--- config.mk ---
export PLATFORM = sky130hd
export DESIGN_NAME = sync_length_frame_receiver_top
export DESIGN_NICKNAME = d
export VERILOG_FILES = /design/src/hw/rtl/slfr_pkg.sv /design/src/hw/rtl/sync_length_frame_receiver_top.sv /design/src/hw/rtl/slfr_ram.sv /design/src/hw/rtl/slfr_collect.sv /design/src/hw/rtl/slfr_emit.sv
export SDC_FILE = /design/constraint.sdc
export NUM_CORES = 1
export LEC_CHECK = 0
export ABC_CLOCK_PERIOD_IN_PS = 4600
export BUFFER_PORTS_ARGS = -buffer_cell sky130_fd_sc_hd__buf_2
export CORE_AREA = 3 3 214 153
export DETAILED_ROUTE_END_ITERATION = 10
export DIE_AREA = 0 0 217 156
export GPL_ROUTABILITY_DRIVEN = 0
export PLACE_DENSITY = 0.64
export SLEW_MARGIN = 0
export SYNTH_ARGS = -nofsm -noshare
export SYNTH_HDL_FRONTEND = slang
export SYNTH_HIERARCHICAL = 1
export SYNTH_SLANG_ARGS = --single-unit
--- constraint.sdc ---
create_clock -name clk -period 4.6 [get_ports clk]
set_input_delay 0.92 -clock clk [delete_from_list [all_inputs] [get_ports clk]]
set_output_delay 0.92 -clock clk [all_outputs]
set_load 0.03 [all_outputs]
--- src/hw/rtl/slfr_pkg.sv ---
// ----------------------------------------------------------------------------
// slfr_pkg
// Shared constants and types for the sync/length frame receiver.
// ----------------------------------------------------------------------------
package slfr_pkg;

	localparam int unsigned BUF_DEPTH_DEF = 32;
	localparam int unsigned SIZE_W        = 9;
	localparam int unsigned POS_W         = 5;
	localparam int unsigned BYTE_W        = 8;

	localparam logic [BYTE_W-1:0] SYNC_FIRST   = 8'h5A;
	localparam logic [BYTE_W-1:0] SYNC_SECOND  = 8'hA5;
	localparam logic [SIZE_W-1:0] HEADER_BYTES = 9'd3;

	typedef struct packed {
		logic              start;
		logic [SIZE_W-1:0] size;
	} slfr_emit_req_t;

	typedef enum logic {
		E_IDLE,
		E_RUN
	} slfr_emit_state_t;

endpackage

--- src/hw/rtl/sync_length_frame_receiver_top.sv ---
// ----------------------------------------------------------------------------
// sync_length_frame_receiver_top
// Hunts for 0x5A 0xA5 <count> frames and replays each complete frame,
// header included, one byte per transfer with the last byte marked.
// ----------------------------------------------------------------------------
// Readout: the first byte of a frame is valid once the sequencer has entered
//   its run state and the frame store has registered the first read.
// Throughput: one input byte per cycle while collecting; readout of the frame
//   store is one RAM read per cycle unless the output stalls; input is held off.
// Reset: arst_n clears the fill count and the readout sequencer; the frame
//   store is not cleared.
module sync_length_frame_receiver_top #(
	parameter int unsigned BUF_DEPTH = slfr_pkg::BUF_DEPTH_DEF
) (
	input  logic       clk,
	input  logic       arst_n,
	input  logic       in_valid,
	output logic       in_ready,
	input  logic [7:0] rx_byte,
	output logic       out_valid,
	input  logic       out_ready,
	output logic [7:0] frame_byte,
	output logic [4:0] byte_position,
	output logic       frame_end
);

	import slfr_pkg::*;

	localparam int unsigned AW = $clog2(BUF_DEPTH);

	slfr_emit_req_t    emit_req;
	logic              emit_busy;
	logic              wr_en, rd_en;
	logic [AW-1:0]     wr_addr, rd_addr;
	logic [BYTE_W-1:0] wr_data;

	slfr_collect #(
		.BUF_DEPTH(BUF_DEPTH)
	) u_collect (
		.clk      (clk),
		.arst_n   (arst_n),
		.in_valid (in_valid),
		.in_ready (in_ready),
		.rx_byte  (rx_byte),
		.emit_busy(emit_busy),
		.wr_en    (wr_en),
		.wr_addr  (wr_addr),
		.wr_data  (wr_data),
		.emit_req (emit_req)
	);

	slfr_ram #(
		.WIDTH(BYTE_W),
		.DEPTH(BUF_DEPTH)
	) u_store (
		.clk  (clk),
		.we   (wr_en),
		.waddr(wr_addr),
		.wdata(wr_data),
		.re   (rd_en),
		.raddr(rd_addr),
		.rdata(frame_byte)
	);

	slfr_emit #(
		.BUF_DEPTH(BUF_DEPTH)
	) u_emit (
		.clk          (clk),
		.arst_n       (arst_n),
		.emit_req     (emit_req),
		.emit_busy    (emit_busy),
		.rd_en        (rd_en),
		.rd_addr      (rd_addr),
		.out_valid    (out_valid),
		.out_ready    (out_ready),
		.byte_position(byte_position),
		.frame_end    (frame_end)
	);

endmodule

--- src/hw/rtl/slfr_ram.sv ---
// ----------------------------------------------------------------------------
// slfr_ram
// Generic single-write, single-read RAM with registered read data.
// ----------------------------------------------------------------------------
module slfr_ram #(
	parameter int unsigned WIDTH = 8,
	parameter int unsigned DEPTH = 32
) (
	input  logic                     clk,
	input  logic                     we,
	input  logic [$clog2(DEPTH)-1:0] waddr,
	input  logic [WIDTH-1:0]         wdata,
	input  logic                     re,
	input  logic [$clog2(DEPTH)-1:0] raddr,
	output logic [WIDTH-1:0]         rdata
);

	logic [WIDTH-1:0] mem [DEPTH];
	logic [WIDTH-1:0] rdata_q;

	always_ff @(posedge clk) begin
		if (we) begin
			mem[waddr] <= wdata;
		end
		if (re) begin
			rdata_q <= mem[raddr];
		end
	end

	assign rdata = rdata_q;

endmodule

--- src/hw/rtl/slfr_collect.sv ---
// ----------------------------------------------------------------------------
// slfr_collect
// Sync hunt and frame fill: writes bytes into the frame store and requests
// emission once the declared frame size is held.
// ----------------------------------------------------------------------------
module slfr_collect #(
	parameter int unsigned BUF_DEPTH = slfr_pkg::BUF_DEPTH_DEF
) (
	input  logic                         clk,
	input  logic                         arst_n,
	input  logic                         in_valid,
	output logic                         in_ready,
	input  logic [7:0]                   rx_byte,
	input  logic                         emit_busy,
	output logic                         wr_en,
	output logic [$clog2(BUF_DEPTH)-1:0] wr_addr,
	output logic [7:0]                   wr_data,
	output slfr_pkg::slfr_emit_req_t     emit_req
);

	import slfr_pkg::*;

	localparam int unsigned AW = $clog2(BUF_DEPTH);
	localparam int unsigned FW = $clog2(BUF_DEPTH + 1);

	logic [FW-1:0]     fill_q, fill_d, fill_inc;
	logic [BYTE_W-1:0] count_q, count_d, cnt_sel;
	logic [SIZE_W-1:0] frame_size;
	logic              accept, start;

	assign in_ready   = !emit_busy;
	assign accept     = in_valid && in_ready;
	assign cnt_sel    = (fill_q == FW'(2)) ? rx_byte : count_q;
	assign frame_size = SIZE_W'(cnt_sel) + HEADER_BYTES;
	assign fill_inc   = fill_q + FW'(1);
	assign wr_addr    = AW'(fill_q);
	assign wr_data    = rx_byte;

	always_comb begin
		fill_d  = fill_q;
		count_d = count_q;
		wr_en   = 1'b0;
		start   = 1'b0;
		if (accept) begin
			if (fill_q == '0) begin
				if (rx_byte == SYNC_FIRST) begin
					wr_en  = 1'b1;
					fill_d = FW'(1);
				end
			end else if (fill_q == FW'(1)) begin
				if (rx_byte == SYNC_SECOND) begin
					wr_en  = 1'b1;
					fill_d = FW'(2);
				end else begin
					fill_d = '0;
				end
			end else if (fill_q < FW'(BUF_DEPTH)) begin
				wr_en = 1'b1;
				if (fill_q == FW'(2)) begin
					count_d = rx_byte;
				end
				if (frame_size > SIZE_W'(BUF_DEPTH)) begin
					fill_d = '0;
				end else if (SIZE_W'(fill_inc) == frame_size) begin
					start  = 1'b1;
					fill_d = '0;
				end else begin
					fill_d = fill_inc;
				end
			end else begin
				fill_d = '0;
			end
		end
	end

	assign emit_req.start = start;
	assign emit_req.size  = frame_size;

	always_ff @(posedge clk or negedge arst_n) begin
		if (!arst_n) begin
			fill_q <= '0;
		end else begin
			fill_q <= fill_d;
		end
	end

	always_ff @(posedge clk) begin
		count_q <= count_d;
	end

endmodule

--- src/hw/rtl/slfr_emit.sv ---
// ----------------------------------------------------------------------------
// slfr_emit
// Frame readout sequencer: reads the frame store one entry per transfer,
// the RAM read register doubling as the output data register.
// ----------------------------------------------------------------------------
module slfr_emit #(
	parameter int unsigned BUF_DEPTH = slfr_pkg::BUF_DEPTH_DEF
) (
	input  logic                         clk,
	input  logic                         arst_n,
	input  slfr_pkg::slfr_emit_req_t     emit_req,
	output logic                         emit_busy,
	output logic                         rd_en,
	output logic [$clog2(BUF_DEPTH)-1:0] rd_addr,
	output logic                         out_valid,
	input  logic                         out_ready,
	output logic [slfr_pkg::POS_W-1:0]   byte_position,
	output logic                         frame_end
);

	import slfr_pkg::*;

	localparam int unsigned AW = $clog2(BUF_DEPTH);

	slfr_emit_state_t state_q, state_d;
	logic [AW-1:0]    idx_q, last_q;
	logic [POS_W-1:0] pos_q;
	logic             end_q, out_valid_q;

	always_comb begin
		state_d = state_q;
		rd_en   = 1'b0;
		case (state_q)
			E_IDLE: begin
				if (emit_req.start) begin
					state_d = E_RUN;
				end
			end
			E_RUN: begin
				rd_en = !out_valid_q || out_ready;
				if (rd_en && idx_q == last_q) begin
					state_d = E_IDLE;
				end
			end
			default: begin
				state_d = E_IDLE;
			end
		endcase
	end

	always_ff @(posedge clk or negedge arst_n) begin
		if (!arst_n) begin
			state_q     <= E_IDLE;
			out_valid_q <= 1'b0;
		end else begin
			state_q <= state_d;
			if (rd_en) begin
				out_valid_q <= 1'b1;
			end else if (out_ready) begin
				out_valid_q <= 1'b0;
			end
		end
	end

	always_ff @(posedge clk) begin
		if (state_q == E_IDLE && emit_req.start) begin
			idx_q  <= '0;
			last_q <= AW'(emit_req.size - SIZE_W'(1));
		end else if (rd_en) begin
			idx_q <= idx_q + AW'(1);
		end
		if (rd_en) begin
			pos_q <= POS_W'(idx_q);
			end_q <= (idx_q == last_q);
		end
	end

	assign emit_busy     = (state_q == E_RUN);
	assign rd_addr       = idx_q;
	assign out_valid     = out_valid_q;
	assign byte_position = pos_q;
	assign frame_end     = end_q;

endmodule

# Yosys cells after proc, flatten, opt, wreduce, memory -nomap -nowiden
# Memory sizes are Yosys's and may differ from the RTL's. A register that Yosys moved wholly into a read port is not among the register bits.
# Index checks and enable logic that the tools add are counted.
# op_classes
muxes	28
mul	0
n_bitwise	3
n_div	0
magnitude_cmp	2
reduce_logical	10
n_addsub	4
n_eq_ne	7
shift	0
# op_table
operator	count
6-bit two-way mux	6
1-bit two-way mux	19
8-bit by 2-bit adder with 9-bit output (second input constant)	1
6-bit by 9-bit == test with 1-bit output	1
9-bit by 6-bit greater-than comparator with 1-bit output (second input constant)	1
8-bit by 7-bit == test with 1-bit output (second input constant)	1
8-bit == test (second input constant)	1
8-bit two-way mux	1
6-bit by 1-bit adder with 6-bit output (second input constant)	1
6-bit by 1-bit == test with 1-bit output (second input constant)	1
6-bit by 2-bit == test with 1-bit output (second input constant)	1
6-bit zero test	1
6-bit < comparator (second input constant)	1
5-bit by 1-bit adder with 5-bit output (second input constant)	1
5-bit == test	1
5-bit by 1-bit subtractor with 5-bit output (second input constant)	1
4-bit AND reduction	1
1-bit logical AND	3
1-bit inverter	3
1-bit zero test	2
2-bit two-way mux	1
2-bit inequality test (second input constant)	1
1-bit one-hot mux with 2 select lines	1
2-bit AND reduction	1
other kinds (2)	2
# word_totals
regBits	32
input_bits	12
ramBits	256
rom_bits	0
latchBits	0
out_inout_bits	16
memories	1
wordCells	63
# memory_table
name	depth	word_bits	read_ports	rd_ports_with_merged_regs	wr	line	text
u_store.mem	32	8	1	1	1	slfr_ram.sv:18	logic [WIDTH-1:0] mem [DEPTH];

# Depth between registers and ports, before layout
# Gate-level depths: netlist (run 1).
# logic_depth
word_depth	12
mapped_depth	14

# Cells and area by module
# The synthesis (run 1) kept the hierarchy.
# modules_own_cells
mod	instances	cells_per_inst	area_per_inst_um2
slfr_ram	1	417	10133.5
slfr_collect	1	160	1415.1
slfr_emit	1	63	755.7

# Worst setup path before layout (run 1)
# No wires, ideal clock.
# synth_timing
kind	input port to flip-flop
startpoint	in rx_byte[1]
endpoint	reg u_emit.last_q[0] (enable)
t_required_ns	4.280
t_arrival_ns	2.961
cell_stages	11
slack_ns	1.319
cell_sequence	clkbuf_1 -> o21ai_0 -> xor2_1 -> mux2i_2 -> xnor2_1 -> or4_4 -> buf_6 -> nor3_2 -> buf_4 -> nand2b_1 -> inv_1
# synth_lines
element	line	text
start: declaration	sync_length_frame_receiver_top.sv:19	input logic [7:0] rx_byte,
end signal: assignment	slfr_emit.sv:68	last_q <= AW'(emit_req.size - SIZE_W'(1));
end: declaration	slfr_emit.sv:26	logic [AW-1:0] idx_q, last_q;

==> results of run 1 <==
[metrics by stage]
stage / util [%] / instance area [µm²] / hold WS (ns) / setup WS (ns) / power (W)
after floorplan: - / 12300 / 0.475 / 1.32 / 0.00434
after global placement: 41.7 / 12900 / 0.523 / 0.629 / 0.00470
after detailed placement: 41.7 / 12900 / 0.541 / 0.456 / 0.00473
after CTS: 44.5 / 13800 / 0.194 / 0.945 / 0.00694
after global routing: 44.5 / 13800 / 0.206 / 0.684 / 0.00716
final: 44.5 / 13800 / 0.208 / 0.895 / 0.00688
[sequential cells by signal, summed over array words and instances (netlist names)]
name and flops:
u_collect/count_q 8, u_collect/fill_q 6, u_emit/byte_position 5, u_emit/emit_busy 1, u_emit/frame_end 1, u_emit/last_q 5
u_emit/out_valid 1, u_emit/rd_addr 5, u_store/mem 256, u_store/rdata 8
[cell type report]
class	count	area share [%]
clock inverter	15	1.02
sequential	296	63.9
tap	420	3.81
timing repair buffer	53	2.58
multi-input combinational	282	23.0
clock buffer	35	5.34
inverter	15	0.408
[layer usage]
layer / GRT usage [%] / vias up
met5: 0 / -
met4: 3.01 / 0
met3: 3.35 / 27
met2: 21.7 / 250
met1: 24.8 / 3254
li1: - / 2643
[worst min path at each step]
stage	to	slack, ns
floorplan	u_emit/rd_addr[4]$_SDFFE_PP0P_	0.47
global placement	u_emit/out_valid$_DFFE_PN0P_	0.52
detailed placement	u_emit/out_valid$_DFFE_PN0P_	0.54
CTS	u_collect/fill_q[3]$_DFFE_PN0P_	0.19
global route	u_emit/emit_busy$_DFF_PN0_	0.21
finish	u_emit/out_valid$_DFFE_PN0P_	0.21
[report_power, final]
| group | switching [W] | internal (W) | total [W] |
|---|---|---|---|
| combinational | 0.000761 | 0.000665 | 0.00143 |
| clock | 0.000965 | 0.00125 | 0.00221 |
| sequential | 0.000141 | 0.00310 | 0.00324 |
==> flow_summary_export.csv, run 1 <==
group,metric,value,unit
status,status,"complete, no violations",
routing,ant_nets,0,
cells_and_area,regArea,8800,µm²
power_and_ir_drop,leakage,4.44,nW
clock_network,numCtsBuffers,27,
sta,tightest_slew,1.17,ns
clock_network,worstSkewPairLatency,0.55,ns
cells_and_area,nNetsFinal,693,
cells_and_area,final_common_cell,"edfxtp_1",
sta,fin_tns_setup,0,ns
setup_path,cp_top_family,"simple AND/OR/NAND/NOR gates",
synth,yosysWarnings,6,
floorplan,initial_core_util,39.7,%
setup_path,cp-end-kind,"register",
clock_network,cts_max_path_buffers,3,
clock_network,cts_hold_buf,0,
clock_network,post_cts_resized,0,
setup_path,path_class,"reg -> reg",
floorplan,die-area,33900,µm²
routing,viasPerCell,5.53,
setup_path,required,4.81,ns
clock_network,clk_pin_slew,0.06,ns
setup_path,r2r_start,"u_collect/fill_q[4]$_DFFE_PN0P_",
sta,max_freq,270,MHz
synth,syn_area,12300,µm²
global_route,grt_pass1_vias,6151,
clock_network,cts-htree-levels,1,
sta,skew,0.0149,ns
cells_and_area,multi_input_area,3170,µm²
setup_path,cp_num_cells,8,
sta,final_hold_viol_count,0,
routing,top_layer_used,"met4",
routing,routedWlPerCell,23.3,µm
routing,route.met2.wl,11000,µm
cells_and_area,mostFrequentLayoutCells,"edfxtp_1 (283), mux4_2 (80), nor2_1 (44)",
global_route,grt.overflow.total,0,
placement,dp_hpwl,16700,µm
routing,finalWirelength,26000,µm
setup_path,crit_chain,"nor4_4 -> nand2_2 -> mux2i_1 -> xnor2_1 -> or4_4 -> nor3_2 -> nand2b_1 -> inv_1",
cells_and_area,areaGrowthSynthToFinish,12.2,%
cells_and_area,fill_cells,2680,
cells_and_area,layout-drive-gt1-share,29.9,%
clock_network,cts_tree,"built",
floorplan,coreArea,30900,µm²
synth,syn_avg_cell_area,19.3,µm²
synth,syn_inst,635,
setup_path,slowest_delay,0.65,ns
setup_path,crit_fanout,14,
global_route,grt_max_degree,71,
sta,final-max-slew-violation-count,0,
global_route,grt_pass1_wl,39200,µm
global_route,grt_usage,15.4,%
routing,num_vias,6174,
placement,dp_cells,1066,
placement,io_buffers,27,
power_and_ir_drop,p_per_area,499,nW/µm²
routing,drtPass1Iterations,5,
routing,drt_iter0_drc,639,
global_route,grt_antenna_before_repair,0,
setup_path,startpoint,"u_collect/fill_q[4]$_DFFE_PN0P_",
hold_path,hp-class,"in -> async",
sta,setup_viol_count_final,0,
sta,fin_crit,3.70,ns
sta,fin_crit_sh,80.5,%
setup_path,endpoint,"u_emit/last_q[2]$_DFFE_PP_",
routing,drc,0,
floorplan,rows,54,
setup_path,crit_slowest_cell,"nor4_4",
sta,relSlewSlack,22.1,%
clock_network,cts_sinks,296,
setup_path,critPathBufInv,1,
setup_path,regToRegSetupSlack,0.90,ns
cells_and_area,final_cell_count_no_fill,1116,
floorplan,die_h,156,µm
routing,wl_met1,12700,µm
floorplan,io_pins,28,
setup_path,rr_endpoint,"u_emit/last_q[2]$_DFFE_PP_",
setup_path,cp.arrival,3.92,ns
clock_network,clockRootBuffer,"clkbuf_16",
sta,rsz0062_at_grt,"no",
flow_run,drv_cap,0,
synth,syn-num-nets,653,
clock_network,post_cts_buffers,0,
setup_path,start_kind,"register",
floorplan,die_w,217,µm
routing,met3_length,1990,µm
power_and_ir_drop,max-vdd-ir-drop,0.283,mV
cells_and_area,antenna-diode-count,0,
setup_path,worstRegToRegCells,8,
No activity file was read; power rests on OpenSTA's default activity.
==> run 2: changes to the inputs <==
Settings changed: ABC_CLOCK_PERIOD_IN_PS 4600 to 3100, PLACE_DENSITY 0.64 to 0.66.
Clock period 4.6 ns to 3.1 ns, I/O delays scaled along.
==> run 2 against run 1 <==
Net effect:
- flip-flop and latch count unchanged
- non-clock buffer count increased by 51
- critical endpoint is now u_emit/last_q[0]$_DFFE_PP_
- via count increased by 5.3%
- largest power group unchanged
==> flow_summary_export.csv, run 2 (synthesis results as in run 1) <==
group,metric,value,unit
status,status,"complete, no violations",
routing,finalWirelength,27000,µm
setup_path,start_kind,"register",
setup_path,slowest_delay,0.58,ns
power_and_ir_drop,power,0.0103,W
setup_path,required,3.35,ns
power_and_ir_drop,power_frac_seq,46.1,%
global_route,grt_pass1_wl,40900,µm
placement,dp_hpwl,17800,µm
power_and_ir_drop,swShare,27.6,%
routing,viasPerCell,5.57,
global_route,grt_usage,16.0,%
floorplan,die-area,33900,µm²
global_route,grt_antenna_before_repair,1,
floorplan,initial_core_util,39.7,%
floorplan,coreArea,30900,µm²
setup_path,crit_fanout,8,
setup_path,cp.arrival,3.26,ns
cells_and_area,regMostFlops,"u_store/mem",
sta,relSlewSlack,50.7,%
clock_network,cts_sinks,296,
cells_and_area,final_cell_count_no_fill,1168,
setup_path,crit_slowest_cell,"or4_4",
hold_path,hp-class,"in -> reg",
routing,routedWlPerCell,23.1,µm
power_and_ir_drop,p_sw,0.00286,W
clock_network,cts-htree-levels,1,
sta,final-max-slew-violation-count,0,
floorplan,io_pins,28,
setup_path,cp_common_cell,"or4_4",
cells_and_area,mostFrequentLayoutCells,"edfxtp_1 (283), mux4_2 (80), buf_4 (73)",
clock_network,clk_pin_slew,0.07,ns
sta,fin_crit_sh,96.9,%
routing,ant_nets,0,
sta,max_freq,333,MHz
routing,drc,0,
global_route,grt.overflow.total,0,
setup_path,critPathBufInv,1,
setup_path,path_class,"reg -> reg",
power_and_ir_drop,p_per_area,729,nW/µm²
sta,setup_viol_count_final,0,
setup_path,cp-end-kind,"register",
sta,finalHoldWorstSlack,0.396,ns
cells_and_area,largest_reg_flops,256,
cells_and_area,layout-drive-gt1-share,34.5,%
clock_network,worstSkewPairLatency,0.55,ns
sta,final_hold_viol_count,0,
power_and_ir_drop,leakage,4.69,nW
global_route,grt_max_degree,36,
sta,worst_slack,0.0966,ns
placement,io_buffers,27,
routing,num_vias,6501,
power_and_ir_drop,internal-power,0.00749,W
clock_network,cts_tree,"built",
sta,skew,0.0119,ns
clock_network,numCtsBuffers,28,
cells_and_area,nNetsFinal,745,
power_and_ir_drop,max-vdd-ir-drop,0.412,mV
setup_path,crit_chain,"or4_4 -> o211a_4 -> nor4b_4 -> o2111ai_2 -> or4_4 -> nor3_4 -> nand2b_1 -> inv_2",
placement,place_ws,-0.0375,ns
clock_network,cts_max_path_buffers,3,
sta,fin_crit,3.00,ns
sta,rsz0062_at_grt,"no",
floorplan,die_w,217,µm
routing,drtPass1Iterations,5,
cells_and_area,areaGrowthSynthToFinish,15.5,%
power_and_ir_drop,clkPwrFrac,30.8,%
placement,dp_cells,1112,
flow_run,drv_cap,0,
sta,tightest_slew,0.739,ns
setup_path,cp_top_family,"simple AND/OR/NAND/NOR gates",
floorplan,die_h,156,µm
routing,drt_iter0_drc,696,
global_route,grt_pass1_vias,6421,
cells_and_area,final_common_cell,"edfxtp_1",
floorplan,rows,54,
clock_network,clockRootBuffer,"clkbuf_16",
power_and_ir_drop,power_frac_comb,23.1,%
[run 2: changes by cell type in the layout (fill, tap and decap cells not counted), moves of 2 or more]
cell / change
clkinv_1: +4
clkinvlp_4: +2
buf_4: +49
clkbuf_8: -3
clkinv_4: -2
[run 2: worst paths after layout]
kind | from | endpoint | slack, ns | cells after the start
setup / recovery | u_collect/fill_q[4]$_DFFE_PN0P_ | u_emit/last_q[0]$_DFFE_PP_ | 0.1 | 8
hold / removal | out_ready | u_emit/out_valid$_DFFE_PN0P_ | 0.40 | 3
setup reg to reg | u_collect/fill_q[4]$_DFFE_PN0P_ | u_emit/last_q[0]$_DFFE_PP_ | 0.1 | 8
hold reg to reg | u_emit/out_valid$_DFFE_PN0P_ | u_emit/out_valid$_DFFE_PN0P_ | 0.56 | 2
max in group asynchronous | arst_n | u_collect/fill_q[4]$_DFFE_PN0P_ | 2.41 | 2
min in group asynchronous | arst_n | u_emit/emit_busy$_DFF_PN0_ | 0.47 | 2
[run 2: area by class of cell]
| class | instances | area [µm²] |
|---|---|---|
| Sequential cell | 296 | 8800 |
| Timing Repair Buffer | 104 | 753 |
| Tap cell | 420 | 526 |
| Clock buffer | 32 | 716 |
| Clock inverter | 18 | 136 |
| Multi-Input combinational cell | 282 | 3190 |
| Antenna cell | 1 | 2.50 |
| Inverter | 15 | 56.3 |
| Fill cell | 2638 | 16800 |
[run 2: worst reg2reg max path, stage by stage, from the launching register on]
cell       delay (ns)
dfrtp_2          0.44
or4_4            0.58
o211a_4          0.26
nor4b_4          0.28
o2111ai_2        0.16
or4_4            0.56
nor3_4           0.15
nand2b_1         0.13
inv_2            0.16
[run 2: metrics by stage]
step	instance area, µm²	util [%]	setup TNS (ns)
finish	14200	45.9	0
global route	14200	45.8	0
CTS	14100	45.6	0
detailed placement	13300	42.9	-0.187
global placement	13300	42.9	0
floorplan	12300	-	0
[run 2: power by group through the flow]
stage	clock (W)	combinational, W	sequential, W
2_1_floorplan	0	0.00164	0.00481
3_3_place_gp	0	0.00226	0.00485
3_5_place_dp	0	0.00232	0.00485
4_1_cts	0.00325	0.00233	0.00477
5_1_grt	0.00340	0.00254	0.00479
6_report	0.00319	0.00239	0.00477
[run 2: routing by layer]
metal | GRT usage (%) | vias up | routed length, µm
met4 | 3.72 | 0 | 571
met5 | 0 | - | 0
met3 | 2.73 | 58 | 2040
li1 | - | 2756 | -
met1 | 24.8 | 3392 | 12200
met2 | 23.8 | 295 | 12200
[run 2: timing repair]
action | CTS | global route
cloned | 0 | 0
pin swaps | 0 | 3
gates resized for setup | 1 | 6
hold buffers | 1 | 0
setup buffers | 0 | 4
setup endpoints to repair | 5 | 10
hold endpoints to repair | 8 | 0
==> run 3: changes to the inputs <==
Settings changed: CORE_AREA 3 3 214 153 to 3 3 247 176, DIE_AREA 0 0 217 156 to 0 0 250 179, PLACE_DENSITY 0.66 to 0.54, RECOVER_POWER from default to 100.
==> run 3 against run 2 <==
Net effect:
- the flow now finishes with violations (capacitance limit, slew limit)
- maximum frequency grew 1.3%
- highest routed layer unchanged
- flip-flop and latch count unchanged
- via count is 4.2% lower
- setup slack gained 0.038 ns
- largest power group unchanged
- global-route usage shrank 3.5 points
- routed wire length grew 4.0%
- power down 1.1%
- critical endpoint is now u_emit/rd_addr[3]$_SDFFE_PP0P_
- core utilization down 11 points
- register-to-register slack improved by 0.04 ns
==> flow_summary_export.csv, run 3 (synthesis results as in run 1) <==
group,metric,value,unit
clock_network,cts_tree,"built",
hold_path,min_from,"out_ready",
cells_and_area,layout-drive-gt1-share,26.3,%
floorplan,die_h,179,µm
routing,drc,0,
floorplan,io_pins,28,
global_route,grt_pass1_wl,41500,µm
clock_network,clockRootBuffer,"clkbuf_16",
floorplan,initial_core_util,29.9,%
floorplan,rows,62,
hold_path,min_to,"u_emit/out_valid$_DFFE_PN0P_",
sta,final_hold_viol_count,0,
global_route,grt.overflow.total,0,
cells_and_area,mostFrequentLayoutCells,"edfxtp_1 (283), mux4_2 (80), clkbuf_1 (61)",
sta,skew,0.00888,ns
sta,final-max-slew-violation-count,199,
sta,rsz0062_at_grt,"no",
floorplan,die_w,250,µm
clock_network,numCtsBuffers,27,
global_route,grt_max_degree,38,
power_and_ir_drop,power,0.0102,W
power_and_ir_drop,max-vdd-ir-drop,0.379,mV
setup_path,crit_fanout,6,
setup_path,cp.arrival,3.38,ns
setup_path,r2r_start,"u_collect/fill_q[4]$_DFFE_PN0P_",
cells_and_area,antenna-diode-count,0,
sta,setup_viol_count_final,0,
routing,drt_iter0_drc,721,
hold_path,hp-class,"in -> reg",
clock_network,clk_pin_slew,0.06,ns
setup_path,worstRegToRegCells,10,
setup_path,path_class,"reg -> reg",
hold_path,whs_path_depth,3,
floorplan,die-area,44800,µm²
setup_path,start_kind,"register",
placement,io_buffers,27,
sta,max_freq,337,MHz
floorplan,coreArea,41000,µm²
setup_path,cp-end-kind,"register",
routing,ant_nets,0,
routing,num_vias,6228,
sta,tightest_slew,1.75,ns
cells_and_area,final_area,14100,µm²
cells_and_area,finalCoreUtilization,34.4,%
cells_and_area,fill_cells,3865,
status,status,"complete, but fails checks",
sta,fin_crit,2.96,ns
setup_path,rr_endpoint,"u_emit/rd_addr[3]$_SDFFE_PP0P_",
sta,fin_tns_setup,0,ns
cells_and_area,regMostFlops,"u_store/mem",
routing,finalWirelength,28100,µm
setup_path,regToRegSetupSlack,0.14,ns
sta,fin_crit_sh,95.6,%
flow_run,drv_cap,6,
setup_path,required,3.51,ns
cells_and_area,areaGrowthSynthToFinish,15.0,%
clock_network,worstSkewPairLatency,0.53,ns
global_route,grt_usage,12.5,%
global_route,grt_antenna_before_repair,1,
placement,placed_cell_area,13500,µm²
routing,routedWlPerCell,21.7,µm
clock_network,cts_max_path_buffers,3,
placement,dp_hpwl,18700,µm
power_and_ir_drop,leakage,4.51,nW
clock_network,cts_sinks,296,
global_route,grt_pass1_vias,6052,
routing,viasPerCell,4.81,
cells_and_area,final_common_cell,"edfxtp_1",
clock_network,cts-htree-levels,1,
cells_and_area,largest_reg_flops,256,
status,violations,"capacitance limit, slew limit",
power_and_ir_drop,p_per_area,725,nW/µm²
routing,drtPass1Iterations,5,
sta,relSlewSlack,-16.4,%
cells_and_area,nNetsFinal,750,
## run 3: where the power goes
part,switching [W],leakage (nW),internal [W],total [W]
combinational,0.00124,1.42,0.00108,0.00232
sequential,0.000173,2.69,0.00461,0.00478
clock,0.00140,0.400,0.00174,0.00314
## run 3: per-stage QoR
step                std cells  hold WS (ns)  setup WS (ns)
floorplan                 635         0.324        0.00173
global placement         1244         0.487         0.0724
detailed placement       1244         0.501         0.0183
CTS                      1292         0.391         0.0124
global route             1294         0.416        0.00328
finish                   1294         0.413          0.135
## run 3: what timing repair did
item | 4_1_cts | 5_1_grt
setup buffers | 0 | 2
hold endpoints to repair | 8 | 0
hold buffers | 1 | 0
gates resized for setup | 0 | 3
setup endpoints to repair | 0 | 8
## run 3: cell type report
class                   instances  area, µm²  share of cell area (%)
clock inverters                 8       37.5                   0.266
well taps                     544        681                    4.82
flip-flops and latches        296       8800                    62.3
clock buffers                  39        782                    5.54
inverters                      15       56.3                   0.399
repair buffers                110        593                    4.20
multi-input cells             282       3170                    22.4
## run 3: worst max-delay path by stage
stage	slack, ns	depth (start not counted)	endpoint	start
floorplan	0.002	13	u_emit/last_q[0]$_DFFE_PP_	u_collect/fill_q[0]$_DFFE_PN0P_
global placement	0.07	10	u_emit/rd_addr[3]$_SDFFE_PP0P_	u_collect/fill_q[5]$_DFFE_PN0P_
detailed placement	0.02	10	u_emit/rd_addr[3]$_SDFFE_PP0P_	u_collect/fill_q[5]$_DFFE_PN0P_
CTS	0.01	10	u_emit/rd_addr[3]$_SDFFE_PP0P_	u_collect/fill_q[5]$_DFFE_PN0P_
global route	0.003	10	u_emit/rd_addr[2]$_SDFFE_PP0P_	u_collect/fill_q[5]$_DFFE_PN0P_
finish	0.14	10	u_emit/rd_addr[3]$_SDFFE_PP0P_	u_collect/fill_q[4]$_DFFE_PN0P_
## run 3: critical path: stages, from the launching register on
cell and delay, ns:
dfrtp_1 0.42, or4_4 0.57, o211a_1 0.23, nor4b_2 0.28, o2111ai_1 0.15, or4_4 0.56, nor3_4 0.20, nand2b_1 0.13
inv_2 0.14, buf_4 0.14, a21oi_1 0.04
## run 3: layer usage
| metal | vias up | GRT usage (%) | wire length, µm |
|---|---|---|---|
| met4 | 0 | 1.90 | 333 |
| met3 | 29 | 2.47 | 2020 |
| met5 | - | 0 | 0 |
| met2 | 181 | 16.6 | 11400 |
| li1 | 2757 | - | - |
| met1 | 3261 | 20.8 | 14300 |
